===== config.mk =====
export PLATFORM = sky130hd
export DESIGN_NAME = json_string_unescape
export DESIGN_NICKNAME = d
export VERILOG_FILES = /design/src/design/jsu_pkg.sv /design/src/design/jsu_decode.sv /design/src/design/jsu_serializer.sv /design/src/design/json_string_unescape.sv
export SDC_FILE = /design/constraint.sdc
export NUM_CORES = 1
export LEC_CHECK = 0
export BUFFER_PORTS_ARGS = -buffer_cell sky130_fd_sc_hd__buf_2
export CAP_MARGIN = 20
export CORE_UTILIZATION = 50
export DETAILED_ROUTE_END_ITERATION = 6
export HOLD_SLACK_MARGIN = 0.15
export PLACE_DENSITY = 0.74
export SLEW_MARGIN = 40
export SYNTH_ARGS = -nofsm -noshare
export SYNTH_HDL_FRONTEND = slang
export SYNTH_SLANG_ARGS = --single-unit

===== constraint.sdc =====
create_clock -name i_clk -period 7.9 [get_ports i_clk]
set_input_delay 1.58 -clock i_clk [delete_from_list [all_inputs] [get_ports i_clk]]
set_output_delay 1.58 -clock i_clk [all_outputs]
set_load 0.005 [all_outputs]

===== src/design/jsu_pkg.sv =====
`default_nettype none
package jsu_pkg;

    // result kinds
    typedef enum logic [1:0] {
        KIND_BYTE  = 2'd0,
        KIND_CLOSE = 2'd1,
        KIND_ERROR = 2'd2
    } t_kind;

    // error codes
    localparam logic [2:0] ERR_NONE           = 3'd0;
    localparam logic [2:0] ERR_UNTERM_STRING  = 3'd1;
    localparam logic [2:0] ERR_UNTERM_ESCAPE  = 3'd2;
    localparam logic [2:0] ERR_BAD_ESCAPE     = 3'd3;
    localparam logic [2:0] ERR_INCOMPLETE_UNI = 3'd4;
    localparam logic [2:0] ERR_BAD_HEX        = 3'd5;

    // decoder modes; codes 6 and 7 behave as body
    typedef enum logic [2:0] {
        MODE_BODY = 3'd0,
        MODE_ESC  = 3'd1,
        MODE_HEX1 = 3'd2,
        MODE_HEX2 = 3'd3,
        MODE_HEX3 = 3'd4,
        MODE_HEX4 = 3'd5
    } t_mode;

    // one result beat
    typedef struct packed {
        t_kind      kind;
        logic [7:0] value;
        logic [2:0] err;
    } t_result;

    localparam int MAX_RESULTS = 4;

    // all results caused by one input byte
    typedef struct packed {
        logic [2:0]                        count;
        t_result [MAX_RESULTS-1:0]         res;
    } t_group;

endpackage
`default_nettype wire


===== src/design/jsu_decode.sv =====
`default_nettype none
module jsu_decode (
    input  wire logic           i_clk,
    input  wire logic           i_rst_n,
    input  wire logic [7:0]     i_data_byte,
    input  wire logic           i_text_ends,
    input  wire logic           i_commit,
    output jsu_pkg::t_group     o_group
);

    localparam logic [7:0] CH_QUOTE = 8'h22;
    localparam logic [7:0] CH_BSL   = 8'h5C;
    localparam logic [7:0] CH_U     = 8'h75;

    jsu_pkg::t_mode r_mode, n_mode;
    logic [15:0]    r_accum, n_accum;
    logic           r_hex_bad, n_hex_bad;

    logic [3:0]  hex_val;
    logic        hex_ok;
    logic [7:0]  esc_byte;
    logic        esc_ok;
    logic [15:0] accum_shift;
    logic        bad_next;

    // hex digit decode, either case
    always_comb begin
        hex_ok  = 1'b1;
        hex_val = 4'd0;
        if (i_data_byte >= 8'h30 && i_data_byte <= 8'h39) begin
            hex_val = 4'(i_data_byte - 8'h30);
        end else if (i_data_byte >= 8'h61 && i_data_byte <= 8'h66) begin
            hex_val = 4'(i_data_byte - 8'h57);
        end else if (i_data_byte >= 8'h41 && i_data_byte <= 8'h46) begin
            hex_val = 4'(i_data_byte - 8'h37);
        end else begin
            hex_ok = 1'b0;
        end
    end

    // single character escapes
    always_comb begin
        esc_ok   = 1'b1;
        esc_byte = 8'h00;
        case (i_data_byte)
            8'h22: esc_byte = 8'h22;
            8'h5C: esc_byte = 8'h5C;
            8'h2F: esc_byte = 8'h2F;
            8'h62: esc_byte = 8'h08;
            8'h66: esc_byte = 8'h0C;
            8'h6E: esc_byte = 8'h0A;
            8'h72: esc_byte = 8'h0D;
            8'h74: esc_byte = 8'h09;
            default: esc_ok = 1'b0;
        endcase
    end

    assign accum_shift = {r_accum[11:0], hex_val};
    assign bad_next    = r_hex_bad | ~hex_ok;

    // next state
    always_comb begin
        n_mode    = r_mode;
        n_accum   = r_accum;
        n_hex_bad = r_hex_bad;
        case (r_mode)
            jsu_pkg::MODE_ESC: begin
                if (i_data_byte == CH_U && !i_text_ends) begin
                    n_mode    = jsu_pkg::MODE_HEX1;
                    n_accum   = 16'd0;
                    n_hex_bad = 1'b0;
                end else begin
                    n_mode = jsu_pkg::MODE_BODY;
                    if (i_data_byte == CH_U || !esc_ok || i_text_ends) begin
                        n_accum   = 16'd0;
                        n_hex_bad = 1'b0;
                    end
                end
            end
            jsu_pkg::MODE_HEX1, jsu_pkg::MODE_HEX2, jsu_pkg::MODE_HEX3: begin
                if (i_text_ends) begin
                    n_mode    = jsu_pkg::MODE_BODY;
                    n_accum   = 16'd0;
                    n_hex_bad = 1'b0;
                end else begin
                    n_mode    = jsu_pkg::t_mode'(r_mode + 3'd1);
                    n_accum   = accum_shift;
                    n_hex_bad = bad_next;
                end
            end
            jsu_pkg::MODE_HEX4: begin
                n_mode    = jsu_pkg::MODE_BODY;
                n_accum   = 16'd0;
                n_hex_bad = 1'b0;
            end
            default: begin
                if (i_data_byte == CH_QUOTE) begin
                    n_mode    = jsu_pkg::MODE_BODY;
                    n_accum   = 16'd0;
                    n_hex_bad = 1'b0;
                end else if (i_data_byte == CH_BSL && !i_text_ends) begin
                    n_mode = jsu_pkg::MODE_ESC;
                end else begin
                    n_mode = jsu_pkg::MODE_BODY;
                    if (i_text_ends) begin
                        n_accum   = 16'd0;
                        n_hex_bad = 1'b0;
                    end
                end
            end
        endcase
    end

    // result group for this byte
    always_comb begin
        logic [2:0] n;
        n       = 3'd0;
        o_group = '0;
        case (r_mode)
            jsu_pkg::MODE_ESC: begin
                if (i_data_byte == CH_U) begin
                    if (i_text_ends) begin
                        o_group.res[n[1:0]] = '{jsu_pkg::KIND_ERROR, 8'h00,
                                                jsu_pkg::ERR_INCOMPLETE_UNI};
                        n = n + 3'd1;
                    end
                end else if (!esc_ok) begin
                    o_group.res[n[1:0]] = '{jsu_pkg::KIND_ERROR, 8'h00,
                                            jsu_pkg::ERR_BAD_ESCAPE};
                    n = n + 3'd1;
                end else begin
                    o_group.res[n[1:0]] = '{jsu_pkg::KIND_BYTE, esc_byte, jsu_pkg::ERR_NONE};
                    n = n + 3'd1;
                    if (i_text_ends) begin
                        o_group.res[n[1:0]] = '{jsu_pkg::KIND_ERROR, 8'h00,
                                                jsu_pkg::ERR_UNTERM_STRING};
                        n = n + 3'd1;
                    end
                end
            end
            jsu_pkg::MODE_HEX1, jsu_pkg::MODE_HEX2, jsu_pkg::MODE_HEX3: begin
                if (i_text_ends) begin
                    o_group.res[n[1:0]] = '{jsu_pkg::KIND_ERROR, 8'h00,
                                            jsu_pkg::ERR_INCOMPLETE_UNI};
                    n = n + 3'd1;
                end
            end
            jsu_pkg::MODE_HEX4: begin
                if (bad_next) begin
                    o_group.res[n[1:0]] = '{jsu_pkg::KIND_ERROR, 8'h00,
                                            jsu_pkg::ERR_BAD_HEX};
                    n = n + 3'd1;
                end else begin
                    // utf-8 encode of the gathered code point
                    if (accum_shift <= 16'h007F) begin
                        o_group.res[n[1:0]] = '{jsu_pkg::KIND_BYTE, accum_shift[7:0],
                                                jsu_pkg::ERR_NONE};
                        n = n + 3'd1;
                    end else if (accum_shift <= 16'h07FF) begin
                        o_group.res[n[1:0]] = '{jsu_pkg::KIND_BYTE,
                                                8'hC0 | {3'b000, accum_shift[10:6]},
                                                jsu_pkg::ERR_NONE};
                        n = n + 3'd1;
                        o_group.res[n[1:0]] = '{jsu_pkg::KIND_BYTE,
                                                8'h80 | {2'b00, accum_shift[5:0]},
                                                jsu_pkg::ERR_NONE};
                        n = n + 3'd1;
                    end else begin
                        o_group.res[n[1:0]] = '{jsu_pkg::KIND_BYTE,
                                                8'hE0 | {4'h0, accum_shift[15:12]},
                                                jsu_pkg::ERR_NONE};
                        n = n + 3'd1;
                        o_group.res[n[1:0]] = '{jsu_pkg::KIND_BYTE,
                                                8'h80 | {2'b00, accum_shift[11:6]},
                                                jsu_pkg::ERR_NONE};
                        n = n + 3'd1;
                        o_group.res[n[1:0]] = '{jsu_pkg::KIND_BYTE,
                                                8'h80 | {2'b00, accum_shift[5:0]},
                                                jsu_pkg::ERR_NONE};
                        n = n + 3'd1;
                    end
                    if (i_text_ends) begin
                        o_group.res[n[1:0]] = '{jsu_pkg::KIND_ERROR, 8'h00,
                                                jsu_pkg::ERR_UNTERM_STRING};
                        n = n + 3'd1;
                    end
                end
            end
            default: begin
                if (i_data_byte == CH_QUOTE) begin
                    o_group.res[n[1:0]] = '{jsu_pkg::KIND_CLOSE, 8'h00, jsu_pkg::ERR_NONE};
                    n = n + 3'd1;
                end else if (i_data_byte == CH_BSL) begin
                    if (i_text_ends) begin
                        o_group.res[n[1:0]] = '{jsu_pkg::KIND_ERROR, 8'h00,
                                                jsu_pkg::ERR_UNTERM_ESCAPE};
                        n = n + 3'd1;
                    end
                end else begin
                    o_group.res[n[1:0]] = '{jsu_pkg::KIND_BYTE, i_data_byte,
                                            jsu_pkg::ERR_NONE};
                    n = n + 3'd1;
                    if (i_text_ends) begin
                        o_group.res[n[1:0]] = '{jsu_pkg::KIND_ERROR, 8'h00,
                                                jsu_pkg::ERR_UNTERM_STRING};
                        n = n + 3'd1;
                    end
                end
            end
        endcase
        o_group.count = n;
    end

    // decoder state, updated when the byte moves on
    always_ff @(posedge i_clk) begin
        if (!i_rst_n) begin
            r_mode    <= jsu_pkg::MODE_BODY;
            r_accum   <= 16'd0;
            r_hex_bad <= 1'b0;
        end else if (i_commit) begin
            r_mode    <= n_mode;
            r_accum   <= n_accum;
            r_hex_bad <= n_hex_bad;
        end
    end

endmodule
`default_nettype wire


===== src/design/jsu_serializer.sv =====
`default_nettype none
module jsu_serializer (
    input  wire logic           i_clk,
    input  wire logic           i_rst_n,
    input  wire logic           i_load,
    input  jsu_pkg::t_group     i_group,
    output logic                o_free,
    output logic                o_valid,
    input  wire logic           i_stall,
    output logic [1:0]          o_kind,
    output logic [7:0]          o_value,
    output logic [2:0]          o_error_code,
    output logic                o_last
);

    jsu_pkg::t_group r_grp;
    logic            r_valid;
    logic [1:0]      r_idx;
    jsu_pkg::t_result cur;
    logic            beat;
    logic            done;

    assign cur     = r_grp.res[r_idx];
    assign o_last  = (r_idx == 2'(r_grp.count - 3'd1));
    assign beat    = r_valid && !i_stall;
    assign done    = beat && o_last;
    assign o_free  = !r_valid || done;

    assign o_valid      = r_valid;
    assign o_kind       = cur.kind;
    assign o_value      = cur.value;
    assign o_error_code = cur.err;

    // control: group valid and beat index
    always_ff @(posedge i_clk) begin
        if (!i_rst_n) begin
            r_valid <= 1'b0;
            r_idx   <= 2'd0;
        end else if (i_load) begin
            r_valid <= 1'b1;
            r_idx   <= 2'd0;
        end else if (done) begin
            r_valid <= 1'b0;
            r_idx   <= 2'd0;
        end else if (beat) begin
            r_idx <= r_idx + 2'd1;
        end
    end

    // group payload
    always_ff @(posedge i_clk) begin
        if (i_load) begin
            r_grp <= i_group;
        end
    end

endmodule
`default_nettype wire


===== src/design/json_string_unescape.sv =====
`default_nettype none
// Streaming JSON string body decoder. Bytes after the opening quote enter one
// per beat; each result beat carries a kind (decoded byte, string closed or
// error), the byte value, an error code and a last flag on the final result of
// that input byte. A byte with at most one result does not hold up the input,
// so plain text streams at one byte per clock while the receiver does not
// stall. A byte with n results (a \u escape yields up to three UTF-8 bytes plus
// a possible end-of-text error) holds the next byte while the output register
// hands out one result per cycle unless stalled. Bytes pass input then output register.
module json_string_unescape (
    input  wire logic       i_clk,
    input  wire logic       i_rst_n,
    input  wire logic       i_valid,
    output logic            o_stall,
    input  wire logic [7:0] i_data_byte,
    input  wire logic       i_text_ends,
    output logic            o_valid,
    input  wire logic       i_stall,
    output logic [1:0]      o_kind,
    output logic [7:0]      o_value,
    output logic [2:0]      o_error_code,
    output logic            o_last
);

    logic            r_in_valid;
    logic [7:0]      r_byte;
    logic            r_ends;
    jsu_pkg::t_group group;
    logic            ser_free;
    logic            advance;
    logic            load;

    // input byte moves on when its results fit, or it has none
    assign advance = r_in_valid && (group.count == 3'd0 || ser_free);
    assign load    = advance && (group.count != 3'd0);
    assign o_stall = r_in_valid && !advance;

    // input register
    always_ff @(posedge i_clk) begin
        if (!i_rst_n) begin
            r_in_valid <= 1'b0;
        end else if (i_valid && !o_stall) begin
            r_in_valid <= 1'b1;
        end else if (advance) begin
            r_in_valid <= 1'b0;
        end
    end

    always_ff @(posedge i_clk) begin
        if (i_valid && !o_stall) begin
            r_byte <= i_data_byte;
            r_ends <= i_text_ends;
        end
    end

    jsu_decode u_decode (
        .i_clk       (i_clk),
        .i_rst_n     (i_rst_n),
        .i_data_byte (r_byte),
        .i_text_ends (r_ends),
        .i_commit    (advance),
        .o_group     (group)
    );

    jsu_serializer u_serializer (
        .i_clk        (i_clk),
        .i_rst_n      (i_rst_n),
        .i_load       (load),
        .i_group      (group),
        .o_free       (ser_free),
        .o_valid      (o_valid),
        .i_stall      (i_stall),
        .o_kind       (o_kind),
        .o_value      (o_value),
        .o_error_code (o_error_code),
        .o_last       (o_last)
    );

endmodule
`default_nettype wire


# Word-level counts from Yosys, hierarchy flattened

Cells that the tools add are included.
Widths: inputs -> output; s select.

$add $sub $neg: 7
Multipliers: 0
Div/mod/pow operators: 0
Order comparisons: 11
Eq/ne operators: 17
Shift operators: 0
Multiplexer cells: 72
Bitwise gates (word level): 8
Reductions and logical operators: 33

Operators with widths:

| operator             | count |
|---|---|
| $mux 13              | 18 |
| $pmux 13 s3          | 2 |
| $mux 12              | 6 |
| $eq 8x7->1 const B   | 7 |
| $pmux 7 s8           | 1 |
| $mux 26              | 2 |
| $and 33x44->44       | 1 |
| $not 44->44          | 1 |
| $mux 39              | 1 |
| $pmux 12 s3          | 1 |
| $mux 3               | 10 |
| $bmux 13 s2          | 1 |
| $demux 13 s2         | 1 |
| $mux 24              | 1 |
| $mux 22              | 1 |
| $pmux 3 s3           | 2 |
| $mux 1               | 17 |
| $eq 8x6->1 const B   | 2 |
| $ge 8x7->1 const B   | 2 |
| $le 16x11->1 const B | 1 |
| $le 16x7->1 const B  | 1 |
| $le 8x7->1 const B   | 2 |
| $logic_and 1x1->1    | 12 |
| $mux 4               | 3 |
| 31 further kinds     | 52 |

Bits in registers: 83
Latch bits: 0
Bits in writable memories: 0
Memory bits (read-only): 0
Bits of input ports: 13
Word-level logic and storage cells: 169
Memories kept: 0

# Depth between registers and ports, before layout

Gate-level depths: netlist of the first run.

Depth after elaboration: 22
Depth in mapped cells: 13
Mapped depth without buffers: 12

# Modules after synthesis

From an unflattened synthesis of the first run, not the netlist that was laid out.

Cell total of the unflattened synthesis: 404
Area total of the unflattened synthesis: 4642.0 µm²

Modules (own cells, without submodules):

| module               | times used | cells an instance | area each (µm²) | seq. area each (µm²) |
|---|---|---|---|---|
| jsu_serializer       | 1          | 93                | 2179.6          | 1681.6 |
| jsu_decode           | 1          | 291               | 2107.0          | 320.3 |
| json_string_unescape | 1          | 20                | 355.3           | 290.3 |

# Worst setup path before layout of the first run

No wires, ideal clock.

Kind: flip-flop to output port
Start point: register r_byte[0]
End point: output o_stall
Data arrival time: 2.429 ns
Setup slack: 3.891 ns
Stages on the path, launching flop included: 10
Cell sequence: edfxtp_1 -> inv_1 -> ha_1 -> or3b_1 -> a311oi_1 -> nor4_4 -> a21oi_2 -> a221o_1 -> o21ai_0 -> nor2_1

Word-level cells in the longest chain between the ends: 19
Elaborated cells between the ends (all ways): 50

RTL lines:

| element                                  | RTL line                   | text |
|---|---|---|
| start, declared                          | json_string_unescape.sv:26 | `logic [7:0] r_byte;` |
| start signal, assigned                   | json_string_unescape.sv:51 | `r_byte <= i_data_byte;` |
| $ge 8x7->1 or $le 8x7->1 (tied branches) | jsu_decode.sv:34           | `end else if (i_data_byte >= 8'h41 && i_data_byte <= 8'h46) begin` |
| $logic_and 1x1->1                        | jsu_decode.sv:34           |  |
| $mux 4                                   | jsu_decode.sv:34           |  |
| $mux 4                                   | jsu_decode.sv:32           | `end else if (i_data_byte >= 8'h61 && i_data_byte <= 8'h66) begin` |
| $mux 4                                   | jsu_decode.sv:30           | `if (i_data_byte >= 8'h30 && i_data_byte <= 8'h39) begin` |
| $le 16x11->1                             | jsu_decode.sv:159          | `end else if (accum_shift <= 16'h07FF) begin` |
| $mux 1                                   | jsu_decode.sv:159          |  |
| $mux 3                                   | jsu_decode.sv:155          | `if (accum_shift <= 16'h007F) begin` |
| [... 3 more ...]                         | --                         |  |
| $mux 3                                   | jsu_decode.sv:182          | `if (i_text_ends) begin` |
| $mux 3                                   | jsu_decode.sv:149          | `if (bad_next) begin` |
| $pmux 3 s3 *                             | jsu_decode.sv:119          | `case (r_mode)` |
| $logic_not 3->1 *                        | json_string_unescape.sv:34 | `assign advance = r_in_valid && (group.count == 3'd0 \|\| ser_free);` |
| $logic_or 1x1->1 *                       | json_string_unescape.sv:34 |  |
| $logic_and 1x1->1 *                      | json_string_unescape.sv:34 |  |
| $logic_not 1->1 *                        | json_string_unescape.sv:36 | `assign o_stall = r_in_valid && !advance;` |
| $logic_and 1x1->1 *                      | json_string_unescape.sv:36 |  |
| end, declared                            | json_string_unescape.sv:14 | `output logic o_stall,` |

Mark *: on every way between the ends. The rest lies on a longest branch, timed or not. The select of a mux whose other input is x is not followed.

# Worst setup path after layout of the first run

Same ends and word-level chain as after synthesis.

==> results.ini, run 1 <==
[power]
powerDensity_nw_per_um2 = 188.1
finalPower_uw = 715.1
peakVddDrop_uv = 118.7
p_leak_uw = 0.001430

[outcome]
failed_checks = design-rule violations
status = finished with violations

[clock_tree]
cts_buffers = 9
cts_tree = built
h-tree-depth = 3
post_cts_resized = 0
clk_path_buf_depth = 2
hold_buffers = 0
cts-root-buf = clkbuf_8
clkTransAtPathRegs_ps = 70
insertion_delay_ps = 350
cts.sinks = 61
post_cts_buffers = 0

[worst_setup_path]
crit_arrival_ps = 3380
critical_path_required_ps = 6320
critPathKind = reg -> out
crit_fanout = 15
endpoint_kind = output port
start_kind = register

[placed_design]
hpwl_um = 5761
place.gp.congestion = 0.8908
dpl.cell_count = 427
placed_area_um2 = 3602
port_buffers = 28

[route]
wire_per_inst_um = 17.94
initialDrtViolationCount = 229
viasPerCell = 6.273
wl_um = 7948
dr_total_vias = 2779
dr.pass1.iters = 7
ant_nets = 0
drc = 4

[cells_and_area]
final_nets = 386
drive_gt1_share_pct = 16.12
area_growth_pct = 11.48
n_antenna_cell = 0
fin_cells = 443
fillers = 559
final_core_util_pct = 58.87
stdcell_area_um2 = 3802

[synthesis]
synth_area_leaders = edfxtp_1, dfxtp_1, ha_1
synth.cell_area_um2 = 3411
yosysMostFrequentCell = edfxtp_1
synthTopCellsByCount = edfxtp_1, nor2_1, nand2_1
syn_nets = 360
synth-edff-count = 41
yosysWarnings = 0
syn-mean-instance-area_um2 = 10.18
ys_ff_latch = 61
synth_top_area_share_pct = 36.10
ys_types = 63
synth_ff_type = edfxtp_1
yosysSeqAreaShare_pct = 47.84
synth_cells = 335
async_flop_share_pct = 0
synth_area_leader_cell = edfxtp_1

[sta]
max_slew_margin_pct = 52.90
fmax_ghz = 0.2016
setup_tns_ps = 0
period_needed_ps = 4961
rsz0062_at_grt = false
fin_crit_sh_pct = 62.80
final-setup-viol-count = 0
hold_violations = 0
worst_slew_pin_slew_ps = 688.7
fin_skew_ps = 11.59
slew_viol_final = 0

[die]
coreArea_um2 = 6459
io_pins = 29
die-area_um2 = 7155
rows = 29
die_y_um = 84.59
start_util_pct = 52.81
fp.dieW_um = 84.59

[global_routing]
grt_overflow = 0
track_usage_pct = 23.74
grt_antenna_before_repair = 0
grt_pass1_wl_um = 12920
grt_pass1_vias = 2584
grt_max_degree = 29

[worst_hold_path]
min_path_type = reg -> reg

[run]
cap_viol_max_count = 0

[cell type report]
cell class                 count  area, um2  area share (%)
sequential                    61       1632           42.91
clock inverter                 5      60.06           1.579
inverter                      12      45.04           1.185
clock buffer                  11      131.4           3.455
multi-input combinational    248       1690           44.46
tap                           77      96.34           2.534
timing repair buffer          29      147.6           3.883
[critical path, stage by stage, from the launching register on]
cell and delay, ps:
edfxtp_1 470, inv_1 190, ha_1 260, or3b_1 360, and4_1 290, o2111ai_2 550, nor2_1 80, a221o_1 350
o21ai_0 240, nor2_1 110, buf_2 150
[state kept, by name (all words and copies together) (netlist names)]
register	flops
u_serializer.o_valid	1
u_decode.r_hex_bad	1
u_decode.r_accum	12
r_ends	1
u_decode.r_mode	3
r_in_valid	1
u_serializer.r_grp	32
u_serializer.r_idx	2
r_byte	8
[per-stage QoR]
step	setup slack [ps]	hold slack (ps)
2_1_floorplan	3891	472.0
3_3_place_gp	3425	521.2
3_5_place_dp	3347	537.3
4_1_cts	2948	556.4
5_1_grt	2704	576.5
6_report	2939	552.5
[placed cells by master, fill, tap and decap left out, types with 2 or more instances in the layout]
cell,n
a21o_1,4
a21oi_1,20
a22o_1,2
a22oi_1,5
a311oi_1,2
a31oi_1,2
a32o_1,9
and2_1,11
and3_1,3
and4_1,2
buf_2,28
clkbuf_1,2
clkbuf_8,9
dfxtp_1,20
edfxtp_1,41
ha_1,12
inv_1,11
mux2i_1,13
mux4_2,2
nand2_1,30
nand2b_1,2
nand3_1,8
nand4_1,2
nand4b_1,2
nor2_1,31
nor2b_1,8
nor3_1,9
nor4_4,2
o211ai_1,3
o21ai_0,26
o21bai_1,3
o221ai_1,2
or3b_1,2
or4_1,2
[cells by family (layout without fill, tap and decap cells)]
logic type	Yosys count	in the layout	synth area share (%)
flops	61	61	47.84
simple gates	126	126	20.03
mux	16	16	5.466
xor+xnor	1	1	0.2568
buf+inv	26	57	3.008
fa+ha+maj	12	12	4.402
compound gates	93	93	19.00
[metal layers]
| layer | up-vias | GRT usage (%) | wire, um |
|---|---|---|---|
| met2 | 116 | 36.66 | 3614 |
| li1 | 1326 | - | - |
| met4 | 0 | 10.32 | 205 |
| met1 | 1316 | 32.19 | 3627 |
| met3 | 21 | 5.408 | 500 |
| met5 | - | 0 | 0 |
[report_power, final]
part / internal, uW / total, uW / switching (uW) / leakage (uW)
Sequential: 356 / 367 / 11.3 / 0.000567
Combinational: 28.4 / 72.8 / 44.3 / 0.000769
Clock: 147 / 275 / 128 / 0.0000939
[path summary, 6_finish.rpt]
path                            slack, ps  depth (start not counted)                 start                   end
worst max-delay path                 2940                         10             r_byte[0]               o_stall
worst max register to register       4030                         10             r_byte[0]   u_decode.r_accum[6]
worst min register to register        550                          1  u_decode.r_accum[11]  u_decode.r_accum[11]
worst min-delay path                  550                          1  u_decode.r_accum[11]  u_decode.r_accum[11]
(Power assumes the default switching activity.)
==> inputs of run 2 (changes only) <==
- PLACE_DENSITY: 0.74 -> 0.76
- clock period: 7.9 -> 4 ns (I/O delays scaled with it)
==> results.ini, run 2 (synthesis gave the netlist of run 1 again) <==
[worst_setup_path]
start_kind = register  ; unchanged
cp.depth = 10  ; unchanged
critPathMaxStageDelay_ps = 420  ; was 550 ps
critPathMostFrequentCell = nor2_1  ; unchanged
crit_fanout = 8  ; was 15
critPathKind = reg -> out  ; unchanged
crit_arrival_ps = 3070  ; was 3380 ps
r2r.worst_path.cells = 10  ; unchanged
cp_top_family = simple AND/OR/NAND/NOR gates  ; was compound AO/OA/AOI/OAI gates
critical_path_required_ps = 3200  ; was 6320 ps
cpMaxStageDelayCell = edfxtp_1  ; was o2111ai_2
critical_path.cell_chain = inv_1 > ha_1 > or3b_1 > and4_1 > nor2_1 > o311ai_1 > o211ai_1 > o21ai_1 > nor2_1 > buf_2  ; was inv_1 > ha_1 > or3b_1 > and4_1 > o2111ai_2 > nor2_1 > a221o_1 > o21ai_0 > nor2_1 > buf_2
critPathBufInv = 2  ; unchanged
endpoint_kind = output port  ; unchanged

[placed_design]
place.gp.congestion = 0.8935  ; was 0.8908
place_ws_ps = 413.9  ; was 3347 ps
port_buffers = 28  ; unchanged
hpwl_um = 5774  ; was 5761 um
dpl.cell_count = 433  ; was 427

[sta]
period_needed_ps = 3870
slew_viol_final = 0  ; unchanged
fin_skew_ps = 7.263  ; was 11.59 ps
setup_tns_ps = 0  ; unchanged
worst_slew_pin_slew_ps = 697.5  ; was 688.7 ps
fmax_ghz = 0.2584
fin_crit_sh_pct = 96.75
max_slew_margin_pct = 53.44  ; was 52.90%
setup_slack_ps = 130.1  ; was 2939 ps
final-setup-viol-count = 0  ; unchanged
hold-worst-slack_ps = 540.0  ; was 552.5 ps
hold_violations = 0  ; unchanged

[global_routing]
grt_overflow = 0  ; unchanged
grt_pass1_wl_um = 13040  ; was 12,920 um
grt_max_degree = 29  ; unchanged
grt_pass1_vias = 2604  ; was 2,584
grt_antenna_before_repair = 0  ; unchanged
track_usage_pct = 24.36  ; was 23.74%

[die]
die_y_um = 84.59  ; unchanged
coreArea_um2 = 6459  ; unchanged
io_pins = 29  ; unchanged
fp.dieW_um = 84.59  ; unchanged
start_util_pct = 52.81  ; unchanged
rows = 29  ; unchanged
die-area_um2 = 7155  ; unchanged

[cells_and_area]
n_antenna_cell = 0  ; unchanged
final_nets = 396  ; was 386
area_growth_pct = 14.20  ; was 11.48%
drive_gt1_share_pct = 18.35  ; was 16.12%
fillers = 524  ; was 559
final_core_util_pct = 60.31  ; was 58.87%
fin_cells = 453  ; was 443
final_cell_mix = edfxtp_1, nor2_1, nand2_1, buf_2, o21ai_0  ; unchanged
top_register = u_serializer.r_grp  ; unchanged
layout_commonest_cell = edfxtp_1  ; unchanged
largestRegisters = u_serializer.r_grp (32), u_decode.r_accum (12), r_byte (8)  ; unchanged
largest_reg_flops = 32  ; unchanged

[clock_tree]
cts_buffers = 9  ; unchanged
clkTransAtPathRegs_ps = 70  ; about the same
cts_tree = built  ; unchanged
clk_path_buf_depth = 2  ; unchanged
cts-root-buf = clkbuf_8  ; unchanged
insertion_delay_ps = 350  ; about the same
cts.sinks = 61  ; unchanged
hold_buffers = 0  ; unchanged
h-tree-depth = 3  ; unchanged

[outcome]
status = finished, final reports clean  ; was finished with violations

[route]
viasPerCell = 6.143  ; was 6.273
drc = 0  ; was 4
initialDrtViolationCount = 245  ; was 229
dr.pass1.iters = 7  ; unchanged
wl_um = 8092  ; was 7948 um
wire_per_inst_um = 17.86  ; was 17.94 um
dr_total_vias = 2783  ; was 2,779
ant_nets = 0  ; unchanged

[run]
cap_viol_max_count = 0  ; unchanged

[power]
powerDensity_nw_per_um2 = 366.1  ; was 188.1 nW/um2
p_leak_uw = 0.001483  ; was 0.001430 uW
peakVddDrop_uv = 167.0  ; was 118.7 uV

[worst_hold_path]
min_path_type = reg -> reg  ; unchanged
whs_path_depth = 2  ; was 1

-- run 2: changes by cell type in the layout (fill, tap and decap cells not counted), sizes merged --
cell,delta
buf,+10
-- run 2: area by class of cell --
class | instances | area, um2 | share of cell area (%)
multi-input combinational | 248 | 1695 | 43.53
sequential | 61 | 1632 | 41.89
timing repair buffer | 39 | 235.2 | 6.039
clock buffer | 11 | 131.4 | 3.373
tap | 77 | 96.34 | 2.473
clock inverter | 5 | 60.06 | 1.542
inverter | 12 | 45.04 | 1.156
-- run 2: layer usage --
| layer | track usage [%] | vias up | routed length (um) |
|---|---|---|---|
| li1 | - | 1339 | - |
| met1 | 30.93 | 1323 | 3601 |
| met2 | 38.95 | 104 | 3873 |
| met3 | 5.113 | 17 | 420 |
| met4 | 13.56 | 0 | 197 |
| met5 | 0 | - | 0 |
-- run 2: worst paths after layout --
path                        from                   to  slack (ps)
max reg2reg            r_byte[0]  u_decode.r_accum[7]         520
min          u_decode.r_accum[2]  u_decode.r_accum[2]         540
max                    r_byte[0]              o_stall         130
min reg2reg  u_decode.r_accum[2]  u_decode.r_accum[2]         540
-- run 2: timing repair --
item / in CTS / in global routing
buffers inserted: 0 / 4
gates resized for setup: 0 / 3
hold endpoints to repair: 0 / 0
setup endpoints to repair: 0 / 1
-- run 2: worst register-to-register path: stages (launching register included) --
cell and delay [ps]:
edfxtp_1 420, inv_1 160, ha_1 290, or3b_1 380, and4_1 310, o2111ai_2 220
nor2_1 60, a221o_1 350, o31ai_4 540, nand2_2 300, a32o_1 340
-- run 2: where the power goes --
part           total, uW  internal (uW)  switching (uW)
clock network        545            290             255
logic                156           64.6            91.8
registers            724            702            22.2
total               1430           1060             369
-- run 2: through the flow --
stage          instance area (um2)  total power [uW]
6_report                      3895              1426
5_1_grt                       3895              1475
4_1_cts                       3850              1424
3_5_place_dp                  3659             884.7
3_3_place_gp                  3657             881.8
2_1_floorplan                 3413             830.7
